### src/lzbd_pkg.sv
// Shared types and constants for the LZSS block stream decoder.
// Used by the front end, the command queue, the back end and the top level.
package lzbd_pkg;

  localparam int OFF_W  = 12;
  localparam int LEN_W  = 5;
  localparam int SIZE_W = 32;
  localparam int BYTE_W = 8;

  localparam int DEF_RING_SIZE = 4096;
  localparam int DEF_MAX_MATCH = 18;
  localparam int DEF_CMD_DEPTH = 4;

  localparam int LEN_BIAS = 3;
  localparam logic [BYTE_W-1:0] FILL_BYTE = 8'h20;

  localparam int TU_VALID = 0;
  localparam int TU_DONE  = 1;
  localparam int TU_OVF   = 2;
  localparam int TU_W     = 3;

  typedef struct packed {
    logic              init;
    logic              from_ring;
    logic              wr;
    logic              empty;
    logic              done;
    logic [BYTE_W-1:0] data;
    logic [OFF_W-1:0]  off;
    logic [LEN_W-1:0]  len;
    logic [LEN_W-1:0]  take;
  } cmd_t;

endpackage

### src/lzbd_front.sv
// Front end: accepts stream bytes, parses block headers and flag bits,
// tracks the output byte budget and issues one command per beat.
// Depends on lzbd_pkg.
module lzbd_front
  import lzbd_pkg::*;
#(
  parameter int RING_SIZE = DEF_RING_SIZE,
  parameter int MAX_MATCH = DEF_MAX_MATCH
) (
  input  logic              clk,
  input  logic              rst_n,
  input  logic              in_tvalid,
  output logic              in_tready,
  input  logic [BYTE_W-1:0] in_tdata,
  input  logic              in_tuser,
  input  logic              cfg_valid,
  output logic              cfg_ready,
  input  logic [SIZE_W-1:0] cfg_data,
  output logic              push,
  output cmd_t              push_cmd,
  input  logic              fifo_full
);

  localparam logic [2:0] PH_HDR_HI = 3'd0;
  localparam logic [2:0] PH_HDR_LO = 3'd1;
  localparam logic [2:0] PH_RAW    = 3'd2;
  localparam logic [2:0] PH_TOKEN  = 3'd3;
  localparam logic [2:0] PH_BODY   = 3'd4;
  localparam logic [2:0] PH_MATCH2 = 3'd5;

  localparam logic [3:0] FLAG_BITS = 4'd8;
  localparam logic [LEN_W-1:0] MAX_LEN = LEN_W'(MAX_MATCH);

  logic [2:0]        phase_r, phase_nxt, ph_e;
  logic [7:0]        hh_r, hh_nxt, hh_e;
  logic [15:0]       bbl_r, bbl_nxt, bbl_e, bbl_dec;
  logic [7:0]        fs_r, fs_nxt, fs_e;
  logic [3:0]        fl_r, fl_nxt, fl_e;
  logic [7:0]        mfb_r, mfb_nxt, mfb_e;
  logic [SIZE_W-1:0] bw_r, bw_nxt, bw_e;
  logic              fin_r, fin_nxt, fin_e;
  logic [SIZE_W-1:0] size_r;

  logic              accept, fin0, bw_ge, sum_ge;
  logic              end_mark, emit_lit, emit_match, emit_raw, init_ring;
  logic [7:0]        lit_byte, m_b0, m_b1;
  logic [15:0]       hdr;
  logic [LEN_W-1:0]  nib_len, n_match, n_emit, take;
  logic [SIZE_W:0]   sum;
  logic [SIZE_W-1:0] diff;
  logic [16:0]       off_red;

  assign accept    = in_tvalid && in_tready;
  assign in_tready = !fifo_full;
  assign cfg_ready = 1'b1;

  assign ph_e  = in_tuser ? PH_HDR_HI : phase_r;
  assign hh_e  = in_tuser ? 8'd0 : hh_r;
  assign bbl_e = in_tuser ? 16'd0 : bbl_r;
  assign fs_e  = in_tuser ? 8'd0 : fs_r;
  assign fl_e  = in_tuser ? 4'd0 : fl_r;
  assign mfb_e = in_tuser ? 8'd0 : mfb_r;
  assign bw_e  = in_tuser ? '0 : bw_r;
  assign fin_e = in_tuser ? 1'b0 : fin_r;

  assign bw_ge = bw_e >= size_r;
  assign fin0  = fin_e || (ph_e == PH_HDR_HI && bw_ge);
  assign hdr   = {hh_e, in_tdata};
  assign bbl_dec = (bbl_e == 16'd0) ? 16'd0 : bbl_e - 16'd1;

  always_comb begin
    phase_nxt  = ph_e;
    hh_nxt     = hh_e;
    bbl_nxt    = bbl_e;
    fs_nxt     = fs_e;
    fl_nxt     = fl_e;
    mfb_nxt    = mfb_e;
    end_mark   = 1'b0;
    emit_lit   = 1'b0;
    emit_match = 1'b0;
    emit_raw   = 1'b0;
    init_ring  = 1'b0;
    lit_byte   = in_tdata;
    m_b0       = 8'd0;
    m_b1       = 8'd0;
    if (!fin0) begin
      case (ph_e)
        PH_HDR_HI: begin
          hh_nxt    = in_tdata;
          phase_nxt = PH_HDR_LO;
        end
        PH_HDR_LO: begin
          if (hdr == 16'd0) begin
            end_mark  = 1'b1;
            phase_nxt = PH_HDR_HI;
          end else if (hdr[15]) begin
            bbl_nxt   = 16'd0 - hdr;
            phase_nxt = PH_RAW;
          end else begin
            bbl_nxt   = hdr;
            init_ring = 1'b1;
            fs_nxt    = 8'd0;
            fl_nxt    = 4'd0;
            phase_nxt = PH_TOKEN;
          end
        end
        PH_RAW: begin
          emit_raw = 1'b1;
          bbl_nxt  = bbl_dec;
          if (bbl_dec == 16'd0) begin
            phase_nxt = PH_HDR_HI;
          end
        end
        PH_TOKEN, PH_BODY, PH_MATCH2: begin
          bbl_nxt = bbl_dec;
          if (ph_e == PH_TOKEN && fl_e == 4'd0) begin
            fs_nxt    = in_tdata;
            fl_nxt    = FLAG_BITS;
            phase_nxt = PH_BODY;
            if (bbl_dec == 16'd0) begin
              fs_nxt    = {1'b0, in_tdata[7:1]};
              fl_nxt    = FLAG_BITS - 4'd1;
              phase_nxt = PH_HDR_HI;
              if (in_tdata[0]) begin
                emit_lit = 1'b1;
                lit_byte = 8'd0;
              end else begin
                mfb_nxt    = 8'd0;
                emit_match = 1'b1;
              end
            end
          end else if (ph_e != PH_MATCH2) begin
            fs_nxt = {1'b0, fs_e[7:1]};
            fl_nxt = (fl_e == 4'd0) ? 4'd0 : fl_e - 4'd1;
            if (fs_e[0]) begin
              emit_lit  = 1'b1;
              phase_nxt = PH_TOKEN;
            end else begin
              mfb_nxt   = in_tdata;
              phase_nxt = PH_MATCH2;
              if (bbl_dec == 16'd0) begin
                emit_match = 1'b1;
                m_b0       = in_tdata;
              end
            end
            if (bbl_dec == 16'd0) begin
              phase_nxt = PH_HDR_HI;
            end
          end else begin
            emit_match = 1'b1;
            m_b0       = mfb_e;
            m_b1       = in_tdata;
            phase_nxt  = (bbl_dec == 16'd0) ? PH_HDR_HI : PH_TOKEN;
          end
        end
        default: begin
          phase_nxt = PH_HDR_HI;
        end
      endcase
    end
  end

  always_comb begin
    off_red = {5'd0, m_b1[7:4], m_b0};
    for (int s = 3; s >= 0; s--) begin
      if (off_red >= 17'(RING_SIZE << s)) begin
        off_red = off_red - 17'(RING_SIZE << s);
      end
    end
  end

  assign nib_len = {1'b0, m_b1[3:0]} + LEN_W'(LEN_BIAS);
  assign n_match = (nib_len > MAX_LEN) ? MAX_LEN : nib_len;
  assign n_emit  = emit_match ? n_match :
                   (emit_lit || emit_raw) ? LEN_W'(1) : '0;

  assign sum    = {1'b0, bw_e} + (SIZE_W+1)'(n_emit);
  assign sum_ge = sum >= {1'b0, size_r};
  assign diff   = size_r - bw_e;
  assign take   = bw_ge ? '0 : (sum_ge ? diff[LEN_W-1:0] : n_emit);

  always_comb begin
    if (fin0) begin
      bw_nxt  = bw_e;
      fin_nxt = 1'b1;
    end else begin
      bw_nxt  = bw_ge ? bw_e : (sum_ge ? size_r : sum[SIZE_W-1:0]);
      fin_nxt = end_mark || (phase_nxt == PH_HDR_HI && (bw_ge || sum_ge));
    end
  end

  assign push               = accept;
  assign push_cmd.init      = init_ring;
  assign push_cmd.from_ring = emit_match;
  assign push_cmd.wr        = emit_match || emit_lit;
  assign push_cmd.empty     = (n_emit == '0);
  assign push_cmd.done      = fin_nxt;
  assign push_cmd.data      = lit_byte;
  assign push_cmd.off       = off_red[OFF_W-1:0];
  assign push_cmd.len       = (n_emit == '0) ? LEN_W'(1) : n_emit;
  assign push_cmd.take      = take;

  always_ff @(posedge clk) begin
    if (!rst_n) begin
      phase_r <= PH_HDR_HI;
      hh_r    <= 8'd0;
      bbl_r   <= 16'd0;
      fs_r    <= 8'd0;
      fl_r    <= 4'd0;
      mfb_r   <= 8'd0;
      bw_r    <= '0;
      fin_r   <= 1'b0;
      size_r  <= '0;
    end else begin
      if (cfg_valid) begin
        size_r <= cfg_data;
      end
      if (accept) begin
        phase_r <= phase_nxt;
        hh_r    <= hh_nxt;
        bbl_r   <= bbl_nxt;
        fs_r    <= fs_nxt;
        fl_r    <= fl_nxt;
        mfb_r   <= mfb_nxt;
        bw_r    <= bw_nxt;
        fin_r   <= fin_nxt;
      end
    end
  end

endmodule

### config.mk
export PLATFORM = sky130hd
export DESIGN_NAME = lzbd_front
export DESIGN_NICKNAME = d
export VERILOG_FILES = /design/src/lzbd_pkg.sv /design/src/lzbd_front.sv
export SDC_FILE = /design/constraint.sdc
export NUM_CORES = 1
export LEC_CHECK = 0
export ABC_AREA = 1
export BUFFER_PORTS_ARGS = -buffer_cell sky130_fd_sc_hd__buf_2
export CORE_ASPECT_RATIO = 0.8
export CORE_MARGIN = 2
export CORE_UTILIZATION = 50
export DETAILED_ROUTE_END_ITERATION = 10
export PLACE_DENSITY = 0.71
export SYNTH_ARGS = -nofsm -noshare
export SYNTH_HDL_FRONTEND = slang
export SYNTH_SLANG_ARGS = --single-unit
### constraint.sdc
create_clock -name clk -period 8.98 [get_ports clk]
set_input_delay 0.898 -clock clk [delete_from_list [all_inputs] [get_ports clk]]
set_output_delay 0.898 -clock clk [all_outputs]
set_load 0.05 [all_outputs]
### After elaboration in Yosys (flattened, before gate mapping)

Index checks and enable logic that the tools add are counted.
Widths: inputs -> output; s select.

* bits in registers: 112
* output and inout bits: 38
* input port bits: 46
* word-level logic and storage cells: 140

* multiplexer cells: 97
* magnitude comparators: 3
* add/sub/neg operators: 6
* reductions and logical operators: 19
* equal/unequal tests: 6

Operators with widths (count)
* $mux 8: 33
* $mux 32: 4
* $mux 16: 5
* $logic_not 16->1: 3
* $add 32x5->33: 1
* $ge 33x32->1: 1
* $ge 32x32->1: 1
* $mux 4: 8
* $pmux 16 s2: 1
* $mux 1: 28
* $mux 5: 5
* $mux 3: 8
* $pmux 8 s2: 1
* $sub 1x16->16 const A: 1
* $sub 16x1->16 const B: 1
* $pmux 3 s4: 1
* $pmux 4 s2: 1
* $eq 3x2->1 const B: 2
* $eq 3x3->1 const B: 2
* $logic_not 3->1: 2
* $add 4x2->5 const B: 1
* $gt 5x5->1 const B: 1
* $logic_not 5->1: 1
* $logic_or 1x1->1: 5
* other kinds (10): 14

### Logic depth before layout (Yosys ltp)

* depth in word-level cells: 17
* mapped depth: 63

### Worst setup path after synthesis

OpenSTA, ideal clock, no wires.

* path kind: input -> output
* from: input in_tuser
* to: output push_cmd[4] (netlist name)
* setup slack: -0.281 ns
* path buffers: 9
* arrival time: 8.363 ns
* stages on the path: 55
* cell sequence: buf_6 > inv_6 > buf_12 > buf_6 > buf_6 > buf_6 > clkbuf_1 > nand2_1 > inv_1 > ha_1 > nand2_1 > o21bai_1 > nand2_1 > nand2_1 > nand2_1 > nand2_1 > nand2_1 > nand2_1 > (+19 left out) > nor2_1 > nand2_1 > nor3_1 > xor2_1 > inv_1 > ha_1 > nand2_1 > o21ai_0 > nand2_1 > o211ai_1 > nor2_1 > nor3_1 > nor2_2 > nand3_2 > buf_6 > buf_6 > nor2_1 > a211oi_1

RTL lines
* start, declared: line lzbd_front.sv:15 `input logic in_tuser,`
* end, declared: line lzbd_front.sv:20 `output cmd_t push_cmd,`

==> impl_metrics.env <==
export IMPL_syn_area_per_cell_sq_um=6.10
export IMPL_die_x_um=166
export IMPL_synth_edf_count=0
export IMPL_finalHoldViolCount=0
export IMPL_grt_busiest_layer="met1"
export IMPL_max_cap_viol_count=0
export IMPL_seq_area_sq_um=2240
export IMPL_critPathMaxStageDelay_ns=0.34
export IMPL_fp_dieArea_sq_um=22100
export IMPL_whs_endpoint="bw_r[23]"
export IMPL_cpMaxStageDelayCell="nor4_2"
export IMPL_drt_total_wl_um=32700
export IMPL_setup_violations_final=0
export IMPL_min_delay_start="bw_r[23]"
export IMPL_n_fill_cell=2084
export IMPL_synth_area_leaders="dfxtp_1, nand2_1, a21oi_1"
export IMPL_yosysSeqAreaShare_pct=21.4
export IMPL_arrival_ns=7.66
export IMPL_worst_pin_slew_ns=0.983
export IMPL_htreeDepth=3
export IMPL_hold_buffers=0
export IMPL_drt_pass1_iterations=8
export IMPL_synth_ff_type="dfxtp_1"
export IMPL_grt_max_degree=68
export IMPL_placed_cell_area_sq_um=11000
export IMPL_swShare_pct=38.0
export IMPL_drt_iter0_drc=1053
export IMPL_ant_nets=0
export IMPL_slew_violations=0
export IMPL_power_frac_clock_pct=29.9
export IMPL_synth_area_sq_um=10500
export IMPL_async_flop_share_pct=0
export IMPL_status="finished clean"
export IMPL_area_delta_synth_final_pct=9.65
export IMPL_finish_instance_area_sq_um=11500
export IMPL_start_util_pct=50.8
export IMPL_leakage_nw=5.39
export IMPL_yosysWarnings=0
export IMPL_power_mw=1.38
export IMPL_power_frac_seq_pct=39.6
export IMPL_hold_path_class="reg2reg"
export IMPL_io_buffers=82
export IMPL_p_int_mw=0.853
export IMPL_remaining_drc_errors=0
export IMPL_pin_count=84
export IMPL_critical_path_required_ns=8.08
export IMPL_final_cells=2035
export IMPL_cts_buffers=9
export IMPL_hpwl_um=23400
export IMPL_syn_inst=1714
export IMPL_multi_input_area_sq_um=6940
export IMPL_vias_per_cell=5.65
export IMPL_clock_latency_ns=0.37
export IMPL_irDropWorstVdd_mv=0.0824
export IMPL_regToRegEndpoint="bw_r[10]"
export IMPL_synth_top_area_cell="dfxtp_1"
export IMPL_nets=1889
export IMPL_cts_sinks=112
export IMPL_synth_seq_cells=112
export IMPL_antenna_found_initial=0
export IMPL_cp_max_fo=19
export IMPL_place_inst=2012
export IMPL_row_count=47
export IMPL_fmax_mhz=117
export IMPL_combPwrFrac_pct=30.5
export IMPL_maxSlewHeadroom_pct=34.2
export IMPL_grtUsageMet3_pct=5.14
export IMPL_hold_depth=2
export IMPL_hold_ws_ns=0.469
export IMPL_met2_usage_pct=42.3
export IMPL_fin_worst_skew_ns=0.0108
export IMPL_die_y_um=133
export IMPL_synth_top_area_share_pct=21.4
export IMPL_insertedDiodeCount=0
export IMPL_fin_util_pct=55.7
export IMPL_p_sw_mw=0.522
export IMPL_synth_nets=1841
export IMPL_worstReg2RegStart="bw_r[19]"
export IMPL_ys_types=55
export IMPL_gp_congestion=0.971
export IMPL_rr_worst_depth=44
export IMPL_power_per_cell_area_nw_per_um2=120
export IMPL_crit_type="in2out"
export IMPL_grt_ovfl_total=0
export IMPL_rrSetupSlack_ns=1.88
export IMPL_first_global_vias=10000
export IMPL_clk_pin_slew_worst_paths_ns=0.08
export IMPL_max_clock_path_buffers=2
export IMPL_post_route_period_util_pct=95.3
export IMPL_grt_pass1_wl_um=52000
export IMPL_cts_tree="yes"
export IMPL_core_area_sq_um=20600
export IMPL_crit_path_frequent_cell="nand2_1"
export IMPL_cp_end_kind="output port"
export IMPL_grt_usage_pct=28.7
export IMPL_vias=11500
export IMPL_grt_util_met1_pct=42.6
export IMPL_cts_root_buf="clkbuf_16"
export IMPL_critPathLaunchType="input pin"
export IMPL_wl_per_cell_um=16.1
export IMPL_drive_gt1_share_pct=11.2
export IMPL_fin_crit_ns=8.56
[power by group through the flow]
stage / Clock (mW) / Combinational [mW] / Sequential (mW)
2_1_floorplan: 0 / 0.305 / 0.551
6_report: 0.412 / 0.419 / 0.544
3_5_place_dp: 0 / 0.396 / 0.556
4_1_cts: 0.426 / 0.398 / 0.544
5_1_grt: 0.433 / 0.466 / 0.548
3_3_place_gp: 0 / 0.394 / 0.555
[per-stage QoR]
| stage | worst slack, ns | TNS (ns) |
|---|---|---|
| floorplan | 0.0891 | 0 |
| global placement | 0.253 | 0 |
| detailed placement | 0.155 | 0 |
| CTS | 0.104 | 0 |
| global route | -0.0813 | -0.324 |
| finish | 0.419 | 0 |
[timing repair]
item	4_1_cts	5_1_grt
setup endpoints to repair	0	6
hold endpoints to repair	0	0
setup buffers	0	6
resized for setup	0	39
[logic make-up after synthesis]
| kind of cell | share of synthesized area [%] |
|---|---|
| AND/OR/NAND/NOR | 28.2 |
| AO/OA/AOI/OAI | 23.7 |
| buffers and inverters | 13.4 |
| flip-flops | 21.4 |
| adder cells (fa/ha/maj) | 9.83 |
| XOR/XNOR | 3.35 |
| other | 0.0359 |
| multiplexers | 0.108 |
[per-layer routing]
metal  vias to the layer above  wire length [um]
met5                         -                 0
met4                         0               617
met3                        56              3040
met2                       499             13500
met1                      5219             15600
li1                       5730                 -
[flip-flops by register name (all words and copies together), names as in the netlist]
signal,count
bw_r,32
size_r,32
bbl_r,16
fs_r,8
hh_r,8
mfb_r,8
fl_r,4
phase_r,3
fin_r,1
[cell usage after synthesis (7+ instances only)]
cell / instances
o21ai_1: 28
nand4_1: 22
clkinv_1: 9
inv_1: 239
xor2_1: 36
buf_6: 10
a21oi_1: 209
o21ai_0: 171
nand2_2: 7
nor2_2: 11
clkbuf_1: 44
a31oi_1: 17
buf_4: 10
dfxtp_1: 112
nand2_1: 346
nor2_1: 165
o211ai_1: 18
ha_1: 79
nand3_1: 69
nor3_1: 29
[how the worst max path moves through the flow]
stage,start,to,slack (ns),cells after the start
2_1_floorplan,in_tuser,push_cmd[1],0.09,54
3_3_place_gp,in_tuser,push_cmd[1],0.25,41
3_5_place_dp,in_tuser,push_cmd[1],0.16,43
4_1_cts,in_tuser,push_cmd[2],0.10,46
5_1_grt,in_tuser,push_cmd[3],-0.08,47
6_report,in_tuser,push_cmd[1],0.42,43
[cell usage in the layout (no fill, tap or decap), drive strengths merged, types with 3 or more instances in the layout]
cell type / instances
xnor2: 4
a31oi: 19
nor3: 33
ha: 79
o21ai: 200
xor2: 36
o22ai: 4
nor2: 179
or2: 3
nand3: 78
nor4: 7
nand2: 354
clkbuf: 12
a21oi: 210
clkinv: 13
o21bai: 3
inv: 248
dfxtp: 112
buf: 108
nand3b: 3
o211ai: 18
nand4: 23
o21a: 4
[critical path, delay by kind of cell]
kind                     cells  cell delay (ns)
AND/OR/NAND/NOR             22             3.01
buffers and inverters       10             1.33
adder cells (fa/ha/maj)      4             1.10
AO/OA/AOI/OAI                6             1.07
XOR/XNOR                     1             0.23
[layout make-up]
| cell class | instances | share of cell area, % |
|---|---|---|
| clock inverter | 5 | 0.360 |
| sequential | 112 | 19.6 |
| tap | 269 | 2.93 |
| inverter | 257 | 8.55 |
| timing repair buffer | 110 | 5.91 |
| clock buffer | 10 | 2.08 |
| timing repair inverter | 1 | 0.0764 |
| multi-input combinational | 1271 | 60.5 |
Note: power is estimated with default switching activity, not from simulation.
