**config.mk**
```make
export PLATFORM = sky130hd
export DESIGN_NAME = lzbd_cmd_fifo
export DESIGN_NICKNAME = d
export VERILOG_FILES = /design/src/lzbd_pkg.sv /design/src/lzbd_cmd_fifo.sv
export SDC_FILE = /design/constraint.sdc
export NUM_CORES = 1
export LEC_CHECK = 0
export BUFFER_PORTS_ARGS = -buffer_cell sky130_fd_sc_hd__clkbuf_2
export CORE_ASPECT_RATIO = 0.7
export CORE_MARGIN = 8
export CORE_UTILIZATION = 45
export DETAILED_ROUTE_END_ITERATION = 10
export GPL_TIMING_DRIVEN = 0
export PLACE_DENSITY = 0.62
export SLEW_MARGIN = 20
export SYNTH_ARGS = -nofsm -noshare
export SYNTH_HDL_FRONTEND = slang
export SYNTH_SLANG_ARGS = --single-unit
```
**constraint.sdc**
```tcl
create_clock -name clk -period 3.7 [get_ports clk]
set_input_delay 0 -clock clk [delete_from_list [all_inputs] [get_ports clk]]
set_output_delay 0 -clock clk [all_outputs]
set_load 0.1 [all_outputs]
```
**src/lzbd_pkg.sv**
```systemverilog
// Shared types and constants for the LZSS block stream decoder.
// Used by the front end, the command queue, the back end and the top level.
package lzbd_pkg;

  localparam int OFF_W  = 12;
  localparam int LEN_W  = 5;
  localparam int SIZE_W = 32;
  localparam int BYTE_W = 8;

  localparam int DEF_RING_SIZE = 4096;
  localparam int DEF_MAX_MATCH = 18;
  localparam int DEF_CMD_DEPTH = 4;

  localparam int LEN_BIAS = 3;
  localparam logic [BYTE_W-1:0] FILL_BYTE = 8'h20;

  localparam int TU_VALID = 0;
  localparam int TU_DONE  = 1;
  localparam int TU_OVF   = 2;
  localparam int TU_W     = 3;

  typedef struct packed {
    logic              init;
    logic              from_ring;
    logic              wr;
    logic              empty;
    logic              done;
    logic [BYTE_W-1:0] data;
    logic [OFF_W-1:0]  off;
    logic [LEN_W-1:0]  len;
    logic [LEN_W-1:0]  take;
  } cmd_t;

endpackage

```
**src/lzbd_cmd_fifo.sv**
```systemverilog
// Short command queue between the front end and the back end.
// Depends on lzbd_pkg for the command type.
module lzbd_cmd_fifo
  import lzbd_pkg::*;
#(
  parameter int DEPTH = DEF_CMD_DEPTH
) (
  input  logic clk,
  input  logic rst_n,
  input  logic push,
  input  cmd_t push_cmd,
  output logic full,
  input  logic pop,
  output cmd_t head_cmd,
  output logic empty
);

  localparam int PW = (DEPTH > 1) ? $clog2(DEPTH) : 1;
  localparam int CW = $clog2(DEPTH + 1);
  localparam logic [PW-1:0] LAST_PTR = PW'(DEPTH - 1);
  localparam logic [CW-1:0] FULL_CNT = CW'(DEPTH);

  cmd_t          q_mem [DEPTH];
  logic [PW-1:0] wr_ptr_r, rd_ptr_r;
  logic [CW-1:0] cnt_r;
  logic          do_push, do_pop;

  assign full     = (cnt_r == FULL_CNT);
  assign empty    = (cnt_r == '0);
  assign do_push  = push && !full;
  assign do_pop   = pop && !empty;
  assign head_cmd = q_mem[rd_ptr_r];

  always_ff @(posedge clk) begin
    if (do_push) begin
      q_mem[wr_ptr_r] <= push_cmd;
    end
  end

  always_ff @(posedge clk) begin
    if (!rst_n) begin
      wr_ptr_r <= '0;
      rd_ptr_r <= '0;
      cnt_r    <= '0;
    end else begin
      if (do_push) begin
        wr_ptr_r <= (wr_ptr_r == LAST_PTR) ? '0 : wr_ptr_r + PW'(1);
      end
      if (do_pop) begin
        rd_ptr_r <= (rd_ptr_r == LAST_PTR) ? '0 : rd_ptr_r + PW'(1);
      end
      if (do_push && !do_pop) begin
        cnt_r <= cnt_r + CW'(1);
      end else if (do_pop && !do_push) begin
        cnt_r <= cnt_r - CW'(1);
      end
    end
  end

endmodule

```
; ---- Word-level counts from Yosys, hierarchy flattened
; Memory sizes are Yosys's and may differ from the RTL's. A register that Yosys moved wholly into a read port is not among the register bits.
; Index checks and enable logic that the tools add are counted.
[word_totals]
ram_bits = 140
latch_bits = 0
mem_count = 1
register_bits = 7
rom_bits = 0
elab_cells = 29
[op_classes]
eq_ne = 3
n_addsub = 4
n_reduce_logical = 10
n_lt_le_gt_ge = 0
shifts = 0
mul = 0
muxes = 8
div_mod_pow = 0
bitwise_logic = 0
[memory_table]
columns = memory, depth, width, rd, rd_ports_with_merged_regs, write_ports, line_no
row1 = q_mem, 4, 35, 1, 1, 1, lzbd_cmd_fifo.sv:23  ; cmd_t q_mem [DEPTH];
[ops]
columns = operator, n
row1 = $mux W2, 4
row2 = $mux W3, 2
row3 = $add A2 B1 Y2 const B, 2
row4 = $eq A2 B2 Y1 const B, 2
row5 = $logic_and A1 B1 Y1, 4
row6 = $logic_not A1 Y1, 4
row7 = $add A3 B1 Y3 const B, 1
row8 = $eq A3 B3 Y1 const B, 1
row9 = $logic_not A3 Y1, 1
row10 = $sub A3 B1 Y3 const B, 1
row11 = $mux W1, 2
row12 = $reduce_bool A2 Y1, 1

; ---- Logic depth before layout (Yosys ltp)
; Gate-level depths: netlist (run 1).
[depth]
word_depth = 7
mapped_depth = 9
mapped_depth_nobuf = 8

; ---- Least setup slack after synthesis (run 1)
; OpenSTA, ideal clock, no wires.
[synth_path]
path_kind = register to register
startpoint = register cnt_r[1]
endpoint = register cnt_r[2]
n_path_buf = 1
stages_incl_launch_ff = 10
setup_slack_ns = 0.791
t_arrival_ns = 2.833
path_cell_list = dfxtp_1 nor3b_2 nor2b_1 buf_2 ha_1 inv_1 fa_1 xor2_1 or3_1 a21boi_0
[synth_via]
elab_chain_len = 6
word_cells_on_any_way = 15
[synth_lines]
columns = element, line_no
row1 = "start, declared", lzbd_cmd_fifo.sv:25  ; logic [CW-1:0] cnt_r;
row2 = "start signal, assigned", lzbd_cmd_fifo.sv:53  ; cnt_r <= cnt_r + CW'(1);
row3 = "start signal, assigned", lzbd_cmd_fifo.sv:55  ; cnt_r <= cnt_r - CW'(1);
row4 = $eq A3 B3 Y1 *, lzbd_cmd_fifo.sv:28  ; assign full = (cnt_r == FULL_CNT);
row5 = via full, lzbd_cmd_fifo.sv:12  ; output logic full,
row6 = $logic_not A1 Y1 *, lzbd_cmd_fifo.sv:30  ; assign do_push = push && !full;
row7 = $logic_and A1 B1 Y1 *, lzbd_cmd_fifo.sv:30
row8 = via do_push, lzbd_cmd_fifo.sv:26  ; logic do_push, do_pop;
row9 = $logic_not A1 Y1, lzbd_cmd_fifo.sv:54  ; end else if (do_pop && !do_push) begin
row10 = $logic_and A1 B1 Y1, lzbd_cmd_fifo.sv:54
row11 = $reduce_bool A2 Y1 (no line), --
; Mark *: on every way through the listed nets, which the timed path passes. The rest lies on a longest branch. The select of a mux whose other input is x is not followed.
; A chain may end at the register's enable or synchronous reset.

; ---- Worst setup path in the final report (run 1)
[layout_path]
startpoint = register cnt_r[0]
endpoint = register cnt_r[2]
[layout_via]
elab_chain_len = 6
word_cells_on_any_way = 15
[layout_lines]
columns = element
row1 = branches (longest 6 deep; another with $sub A3 B1 Y3)
; Parallel ways; which one is timed is not known. The select of a mux whose other input is x is not followed.

==> impl_metrics.py, run 1 <==
metrics = {
    "critical_path": {
        "critical_path_class": "reg -> reg",
        "startpoint_type": "flop",
        "cp-end-kind": "flop",
        "crit_family": "compound AO/OA/AOI/OAI gates",
        "worstReg2RegEnd": "cnt_r[2]",
        "critPathSlowestCell": "o31ai_1",
        "worstPathArrival_ns": 2.72,
        "cp-endpoint": "cnt_r[2]",
        "critPathBufInv": 1,
        "crit_start": "cnt_r[0]",
        "r2r-start": "cnt_r[0]",
        "critPathMaxFanout": 5,
        "regToRegSetupSlack_ns": 1.31,
        "crit_chain": "o31ai_1, ha_1, inv_1, fa_1, xor2_1, or3_1, a21boi_0",
        "crit_path_max_incr_delay_ns": 0.56,
        "required_ns": 4.03,
        "r2r_cells": 7,
        "cp_num_cells": 7,
    },
    "pwr": {
        "finalPower_mw": 6.25,
        "irDropWorstVdd_uv": 506,
        "p_per_area_nw_per_um2": 864,
        "p_leak_nw": 2.54,
    },
    "flow_run": {
        "max-cap-violations": 0,
    },
    "route": {
        "wl_per_cell_microns": 18.1,
        "vias_per_cell": 4.86,
        "top_layer": "met4",
        "drc": 0,
        "drt-pass1-iter-count": 5,
        "wirelength_microns": 9850,
        "wl_met1_microns": 4580,
        "route.met3.wl_microns": 547,
        "drtIter0Drc": 128,
        "dr_wl_met2_microns": 4630,
        "num_vias": 2640,
        "antenna_left": 0,
    },
    "cts": {
        "cts_sinks": 149,
        "cts_buffer_depth": 2,
        "tritoncts": "done",
        "clk_latency_ns": 0.40,
        "cts.reportedPaths.clkPinSlew_ns": 0.06,
        "numCtsBuffers": 17,
        "htreeDepth": 4,
        "cts_root_buffer": "clkbuf_16",
        "cts_resized": 0,
    },
    "cells_and_area": {
        "antenna_cells": 0,
        "nets": 414,
        "seqCellArea_sq_um": 4380,
        "fin_util": 0.590,
        "synthToLayoutAreaGrowth_pct": 29.4,
        "multi_input_area_sq_um": 1090,
        "drive_gt1_frac": 0.399,
        "fillCellCount": 947,
    },
    "yosys": {
        "synth_cells": 234,
        "yosys_warnings": 0,
        "synth-seq-cells": 149,
        "ys_types": 26,
        "ys_seq_area_frac": 0.785,
        "synth_area_per_cell_sq_um": 23.9,
        "netlist_area_sq_um": 5580,
        "synth_nets": 280,
    },
    "timing": {
        "timing.setup.tns_ns": 0,
        "worstMarginPinSlew_ns": 0.601,
        "holdWs_ns": 0.0276,
        "fin_crit_ns": 2.39,
        "max_freq_ghz": 0.419,
        "worst_slack_ns": 1.31,
        "finalSetupViolCount": 0,
        "skew_ns": 0.00487,
        "slew_viol_final": 0,
        "rsz0062_at_grt": "no",
        "hold_viol": 0,
        "max_slew_margin": 0.596,
        "post-route-period-util": 0.646,
    },
    "hold_path": {
        "whs_path_depth": 3,
        "hold_path.class": "in -> reg",
    },
    "placed_design": {
        "place_ws_ns": 1.30,
        "hpwl_microns": 6410,
        "place.gp.congestion": 0.661,
        "port_buffers": 75,
    },
    "global_route": {
        "grt-ovfl-total": 0,
        "grt_usage": 0.129,
        "antenna_found_initial": 0,
        "grt_first_pass_wirelength_microns": 15600,
        "grt_max_degree": 26,
        "grt_pass1_vias": 2924,
    },
    "die": {
        "dieWidth_microns": 149,
        "die_h_microns": 109,
        "start_util": 0.456,
        "io_pins": 76,
        "rows": 34,
        "core_region_area_sq_um": 12300,
        "die_area_sq_um": 16300,
    },
    "run_status": {
        "status": "finished clean",
    },
}
==> through the flow <==
stage | instances | cell area, sq um
6_report | 543 | 7230
5_1_grt | 543 | 7230
4_1_cts | 543 | 7230
3_5_place_dp | 475 | 6250
3_3_place_gp | 471 | 6160
2_1_floorplan | 234 | 5580
==> sequential cells by signal, summed over array words and instances, names as in the netlist, named ones only <==
register  cells
cnt_r         3
rd_ptr_r      2
wr_ptr_r      2
q_mem       140
==> cells by family after synthesis <==
family,Yosys count,share of synthesized area
xor+xnor,2,0.00314
compound gates,5,0.00538
simple gates,20,0.0193
flops,149,0.785
mux,38,0.150
fa+ha+maj,7,0.0170
buf+inv,13,0.0199
==> tightest hold or removal path: cells and delay by family <==
kind                   cells  cell delay, ns
buffers and inverters      1            0.08
AOI/OAI and AO/OA          2            0.29
==> layout make-up <==
class	count	area share
buffer	10	0.0139
clock buffer	18	0.0594
clock inverter	14	0.0255
inverter	3	0.00156
multi-input combinational	72	0.151
sequential	149	0.607
tap	162	0.0280
timing repair buffer	115	0.114
==> layer usage <==
metal,global-route usage,vias up
met5,0,-
met4,0.0495,0
met3,0.0473,9
met2,0.205,62
met1,0.160,1323
li1,-,1246
==> placed cells by master, fill, tap and decap left out, types with 2 or more instances in the layout <==
master / instances
ha_1: 6
clkinvlp_4: 5
mux2i_1: 3
clkbuf_2: 76
clkbuf_1: 2
edfxtp_1: 140
dfxtp_1: 9
mux4_2: 30
nand2_1: 6
nand3_1: 2
o21ai_0: 3
nor2_1: 2
clkinv_2: 2
clkbuf_16: 17
buf_2: 4
mux4_1: 5
clkinv_1: 2
inv_1: 3
dlygate4sd3_1: 36
nor2b_1: 2
bufinv_16: 4
buf_12: 6
and2_2: 4
==> timing repair <==
action | 4_1_cts | 5_1_grt
buffers inserted | 0 | 0
hold buffers | 36 | 0
endpoints found under the hold margin | 142 | 0
==> worst min path at each step <==
stage / start / to / slack, ns
finish: pop / flop / 0.03
CTS: pop / flop / 0.03
global placement: push_cmd[30] / q_mem[3][30] / 0.22
global route: pop / flop / 0.06
detailed placement: push_cmd[19] / q_mem[0][19] / 0.22
floorplan: push_cmd[0] / q_mem[0][0] / 0.1
==> report_power, final <==
part	switching, mW	internal, mW	total, mW
Sequential	0.0596	2.05	2.11
Combinational	1.81	0.564	2.37
Clock	0.640	1.12	1.76
==> cells in the mapped netlist <==
cell / instances / area share
nor2b_1: 2 / 0.0022
and2_1: 5 / 0.0056
nor3b_2: 1 / 0.0022
nand3_1: 2 / 0.0018
clkbuf_1: 1 / 0.00067
o31ai_1: 1 / 0.0013
xor2_1: 1 / 0.0016
fa_1: 1 / 0.0036
buf_12: 3 / 0.011
nor3_1: 1 / 0.00090
mux4_2: 30 / 0.12
mux4_1: 5 / 0.024
buf_2: 4 / 0.0036
buf_6: 1 / 0.0020
inv_1: 3 / 0.0020
dfxtp_1: 9 / 0.032
xnor2_1: 1 / 0.0016
a21boi_0: 1 / 0.0013
ha_1: 6 / 0.013
nand2_1: 6 / 0.0040
or3_1: 1 / 0.0011
o21ai_0: 3 / 0.0027
nor2_1: 2 / 0.0013
edfxtp_1: 140 / 0.75
clkbuf_2: 1 / 0.00090
mux2i_1: 3 / 0.0054
(Power assumes the default switching activity.)
==> run 2: changes to the inputs <==
Clock period 3.7 ns to 2.2 ns, I/O delays scaled along.
==> run 2 against run 1 <==
Net effect: clock skew is 0.0019 ns higher; first-iteration DRC count fell by 1.6%; sequential share of layout area grew 0.69 points; critical endpoint unchanged; highest routed layer unchanged; critical path depth unchanged; non-clock buffer count decreased by 2.
==> impl_metrics.py, run 2 (same netlist as run 1, synthesis figures left out) <==
metrics = {
    "timing": {
        "hold_viol": 0,
        "timing.setup.tns_ns": 0,
        "max_slew_margin": 0.344,
        "post-route-period-util": 0.933,
        "worstMarginPinSlew_ns": 0.984,
        "fin_crit_ns": 2.05,
        "max_freq_ghz": 0.487,
        "finalSetupViolCount": 0,
        "slew_viol_final": 0,
        "rsz0062_at_grt": "no",
        "skew_ns": 0.00675,
    },
    "die": {
        "die_h_microns": 109,
        "rows": 34,
        "dieWidth_microns": 149,
        "die_area_sq_um": 16300,
        "core_region_area_sq_um": 12300,
        "start_util": 0.456,
        "io_pins": 76,
    },
    "cells_and_area": {
        "drive_gt1_frac": 0.412,
        "largest_register_ffs": 140,
        "synthToLayoutAreaGrowth_pct": 28.2,
        "nets": 412,
        "antenna_cells": 0,
        "fin_util": 0.584,
        "layout_commonest_cell": "edfxtp_1",
        "reg_top3": "q_mem (140), cnt_r (3)",
        "regMostFlops": "q_mem",
        "layout_common_cells": "140 x edfxtp_1, 76 x clkbuf_2, 38 x dlygate4sd3_1",
        "final_cells": 541,
    },
    "placed_design": {
        "dp_cells": 471,
        "place.gp.congestion": 0.715,
        "hpwl_microns": 5870,
        "port_buffers": 75,
    },
    "route": {
        "antenna_left": 0,
        "wirelength_microns": 10100,
        "drt-pass1-iter-count": 4,
        "drc": 0,
        "num_vias": 2687,
        "vias_per_cell": 4.97,
        "drtIter0Drc": 126,
        "wl_per_cell_microns": 18.6,
    },
    "critical_path": {
        "cp-end-kind": "flop",
        "worstPathArrival_ns": 2.39,
        "critPathMaxFanout": 5,
        "required_ns": 2.53,
        "startpoint_type": "flop",
        "critical_path_class": "reg -> reg",
    },
    "cts": {
        "clk_latency_ns": 0.41,
        "cts_setup_buffers": 0,
        "numCtsBuffers": 17,
        "cts.reportedPaths.clkPinSlew_ns": 0.06,
        "cts_buffer_depth": 2,
        "htreeDepth": 4,
        "tritoncts": "done",
        "cts_root_buffer": "clkbuf_16",
        "cts_sinks": 149,
    },
    "pwr": {
        "p_sw_mw": 4.26,
        "p_per_area_nw_per_um2": 1440,
        "seq_power_share": 0.348,
        "finalPower_mw": 10.3,
        "p_int_mw": 6.06,
        "irDropWorstVdd_uv": 1010,
        "p_leak_nw": 2.50,
        "p_clk_frac": 0.266,
        "combPwrFrac": 0.386,
        "netSwitchingFraction": 0.413,
    },
    "global_route": {
        "antenna_found_initial": 0,
        "grt_pass1_vias": 2974,
        "grt_first_pass_wirelength_microns": 15800,
        "grt_max_degree": 36,
        "grt-ovfl-total": 0,
        "grt_usage": 0.132,
    },
    "run_status": {
        "status": "finished clean",
    },
    "flow_run": {
        "max-cap-violations": 0,
    },
    "hold_path": {
        "hold_path.class": "in -> reg",
    },
}
[run 2: changes by cell type in the layout (fill, tap and decap cells not counted), sizes merged]
cell,delta
buf,-4
clkinv,+3
clkinvlp,-1
bufinv,-2
dlygate4sd3,+2
[run 2: timing repair]
item | CTS | global route
hold endpoints to repair | 144 | 0
cloned | 0 | 0
hold buffers | 38 | 0
setup endpoints to repair | 1 | 1
resized for setup | 1 | 1
[run 2: routing by layer]
metal,GRT usage,up-vias,share of wire
li1,-,1248,-
met1,0.165,1368,0.47
met2,0.207,60,0.47
met3,0.0539,11,0.050
met4,0.0474,0,0.0075
met5,0,-,0
[run 2: power groups by stage]
| stage | clock, mW | sequential, mW | combinational [mW] |
|---|---|---|---|
| finish | 2.75 | 3.59 | 3.99 |
| global placement | 0 | 3.62 | 3.94 |
| floorplan | 0 | 3.60 | 3.38 |
| global route | 2.90 | 3.62 | 4.16 |
| detailed placement | 0 | 3.64 | 3.97 |
| CTS | 2.80 | 3.58 | 4.04 |
[run 2: final timing paths]
check                            startpoint  cells after the start     endpoint  slack (ns)
worst max-delay path               cnt_r[1]                      7     cnt_r[2]        0.15
worst min-delay path                   push                      4  wr_ptr_r[0]        0.08
worst max register to register     cnt_r[1]                      7     cnt_r[2]        0.15
worst min register to register  wr_ptr_r[1]                      2  wr_ptr_r[1]        0.50
[run 2: layout make-up]
type | count | area [sq um]
fillers | 930 | 5100
multi-input cells | 72 | 1130
clock inverters | 14 | 136
inverters | 3 | 11.3
repair buffers | 113 | 756
well taps | 162 | 203
plain buffers | 10 | 103
clock buffers | 18 | 429
flip-flops and latches | 149 | 4390
[run 2: critical path: stages (launching register included)]
cell	delay, ns
dfxtp_2	0.37
o31ai_4	0.38
ha_4	0.20
inv_2	0.04
fa_2	0.37
xor2_1	0.18
or3_1	0.31
a21boi_1	0.12
[run 2: through the flow]
step | hold slack [ns] | worst slack [ns] | area [sq um]
2_1_floorplan | 0.0989 | -0.250 | 5620
3_3_place_gp | 0.216 | -0.105 | 6200
3_5_place_dp | 0.223 | -0.168 | 6200
4_1_cts | 0.0674 | 0.0182 | 7150
5_1_grt | 0.0993 | 0.0264 | 7160
6_report | 0.0826 | 0.148 | 7160
==> run 3: changes to the inputs <==
Settings changed: SETUP_SLACK_MARGIN set to 0.3.
==> run 3 against run 2 <==
Net effect: worst hold slack improved by 0.078 ns; critical path depth decreased by 3; via count up 1.7%; core utilization increased by 2.5 points; clock skew shrank 0.00069 ns; largest cell class unchanged; global-route usage rose by 0.16 points; count of clock-buffer cells in the layout up 5.
==> impl_metrics.py, run 3 (same netlist as run 1, synthesis figures left out) <==
metrics = {
    "global_route": {
        "grt-ovfl-total": 0,
        "grtUsageMet3": 0.0477,
        "grt_busiest_layer": "met2",
        "grt_pass1_vias": 2995,
        "grtUsageMet1": 0.167,
        "antenna_found_initial": 0,
        "grtUsageMet2": 0.211,
        "grt_first_pass_wirelength_microns": 16000,
        "grt_max_degree": 36,
        "grt_usage": 0.134,
    },
    "critical_path": {
        "crit_chain": "buf_6, buf_4, mux4_1, clkbuf_4",
        "critPathBufInv": 3,
        "r2r-start": "cnt_r[2]",
        "required_ns": 2.20,
        "critical_path_class": "reg -> out",
        "crit_family": "buffers and inverters",
        "worstReg2RegEnd": "cnt_r[2]",
        "cp_num_cells": 4,
        "r2r_cells": 9,
        "critPathMaxFanout": 8,
        "crit_path_max_incr_delay_ns": 0.57,
        "worstPathArrival_ns": 1.90,
        "cp-end-kind": "output port",
        "regToRegSetupSlack_ns": 0.31,
        "critPathSlowestCell": "mux4_1",
        "startpoint_type": "flop",
    },
    "cells_and_area": {
        "nets": 417,
        "layout_common_cells": "140 x edfxtp_1, 41 x clkbuf_2, 38 x dlygate4sd3_1",
        "fillCellCount": 897,
        "largest_register_ffs": 140,
        "reg_top3": "q_mem (140), cnt_r (3)",
        "regMostFlops": "q_mem",
        "drive_gt1_frac": 0.417,
        "antenna_cells": 0,
        "final_cells": 546,
        "synthToLayoutAreaGrowth_pct": 33.5,
        "layout_commonest_cell": "edfxtp_1",
    },
    "timing": {
        "holdWs_ns": 0.161,
        "max_slew_margin": 0.608,
        "max_freq_ghz": 0.526,
        "timing.setup.tns_ns": 0,
        "finalSetupViolCount": 0,
        "worstMarginPinSlew_ns": 0.588,
        "slew_viol_final": 0,
        "post-route-period-util": 0.864,
        "hold_viol": 0,
        "rsz0062_at_grt": "yes",
        "fin_crit_ns": 1.90,
        "skew_ns": 0.00605,
    },
    "route": {
        "antenna_left": 0,
        "drt-pass1-iter-count": 4,
        "drc": 0,
        "drtIter0Drc": 120,
        "num_vias": 2732,
        "vias_per_cell": 5.00,
        "wl_per_cell_microns": 18.6,
        "wirelength_microns": 10100,
    },
    "cts": {
        "htreeDepth": 4,
        "numCtsBuffers": 17,
        "tritoncts": "done",
        "cts_buffer_depth": 2,
        "cts_root_buffer": "clkbuf_16",
        "cts_sinks": 149,
        "clk_latency_ns": 0.41,
        "cts.reportedPaths.clkPinSlew_ns": 0.06,
    },
    "die": {
        "start_util": 0.456,
        "dieWidth_microns": 149,
        "die_area_sq_um": 16300,
        "die_h_microns": 109,
        "rows": 34,
        "core_region_area_sq_um": 12300,
        "io_pins": 76,
    },
    "run_status": {
        "status": "finished clean",
    },
    "placed_design": {
        "hpwl_microns": 5920,
        "place.gp.congestion": 0.680,
        "dp_cells": 471,
        "port_buffers": 75,
    },
    "hold_path": {
        "min-delay-start": "push",
        "hold_path.class": "in -> reg",
        "min_to": "wr_ptr_r[1]",
        "whs_path_depth": 5,
    },
    "pwr": {
        "p_per_area_nw_per_um2": 1470,
        "finalPower_mw": 11.0,
        "p_leak_nw": 2.63,
        "irDropWorstVdd_uv": 901,
    },
    "flow_run": {
        "max-cap-violations": 0,
    },
}
run 3: cell types whose count changed in the layout (fill, tap and decap cells not counted), moves of 3 or more:
cell,previous run,this run
clkbuf_2,76,41
buf_4,1,21
clkbuf_8,0,13
buf_6,1,8
clkbuf_4,0,5
and2_2,4,0
and2_4,0,4
clkinvlp_4,4,0
buf_2,3,0
run 3: worst max path at each step:
stage                   end  slack, ns
2_1_floorplan      cnt_r[2]      -0.25
3_3_place_gp       cnt_r[2]      -0.13
3_5_place_dp       cnt_r[2]      -0.16
4_1_cts            cnt_r[2]       0.18
5_1_grt            cnt_r[2]       0.17
6_report       head_cmd[25]       0.30
run 3: worst register-to-register path, delay by kind of cell, from the launching register on:
family | cells | cell delay, ns
and+or+nand+nor | 3 | 0.56
adders and majority gates | 2 | 0.45
DFF | 1 | 0.36
buffers and inverters | 2 | 0.16
xor gates and xnor gates | 1 | 0.15
AOI/OAI and AO/OA | 1 | 0.14
run 3: through the flow:
stage | utilization | cell area [sq um] | setup WS, ns
6_report | 0.609 | 7460 | 0.299
5_1_grt | 0.609 | 7460 | 0.168
4_1_cts | 0.602 | 7380 | 0.176
3_5_place_dp | 0.506 | 6200 | -0.160
3_3_place_gp | 0.506 | 6200 | -0.133
2_1_floorplan | - | 5620 | -0.246
run 3: routing by layer:
layer | share of wire | vias up
met2 | 0.48 | 71
li1 | - | 1256
met1 | 0.46 | 1392
met5 | 0 | -
met3 | 0.053 | 13
met4 | 0.011 | 0
run 3: layout make-up:
type,count,area [sq um],area share
Sequential cell,149,4400,0.590
Multi-Input combinational cell,72,1130,0.152
Timing Repair Buffer,118,977,0.131
Clock buffer,23,478,0.0641
Tap cell,162,203,0.0272
Clock inverter,9,149,0.0200
Buffer,10,110,0.0148
Inverter,3,11.3,0.00151
run 3: where the power goes:
part	internal [mW]	leakage [nW]	switching [mW]	total, mW
clock	1.98	0.311	1.05	3.03
sequential	3.47	1.36	0.114	3.58
combinational	1.29	0.959	3.08	4.38
run 3: repair_timing:
action	CTS	global route
pin swaps	1	4
hold buffers	38	0
endpoints found under the hold margin	144	0
setup buffers	0	5
gates resized for setup	54	31
endpoints found under the setup margin	177	24
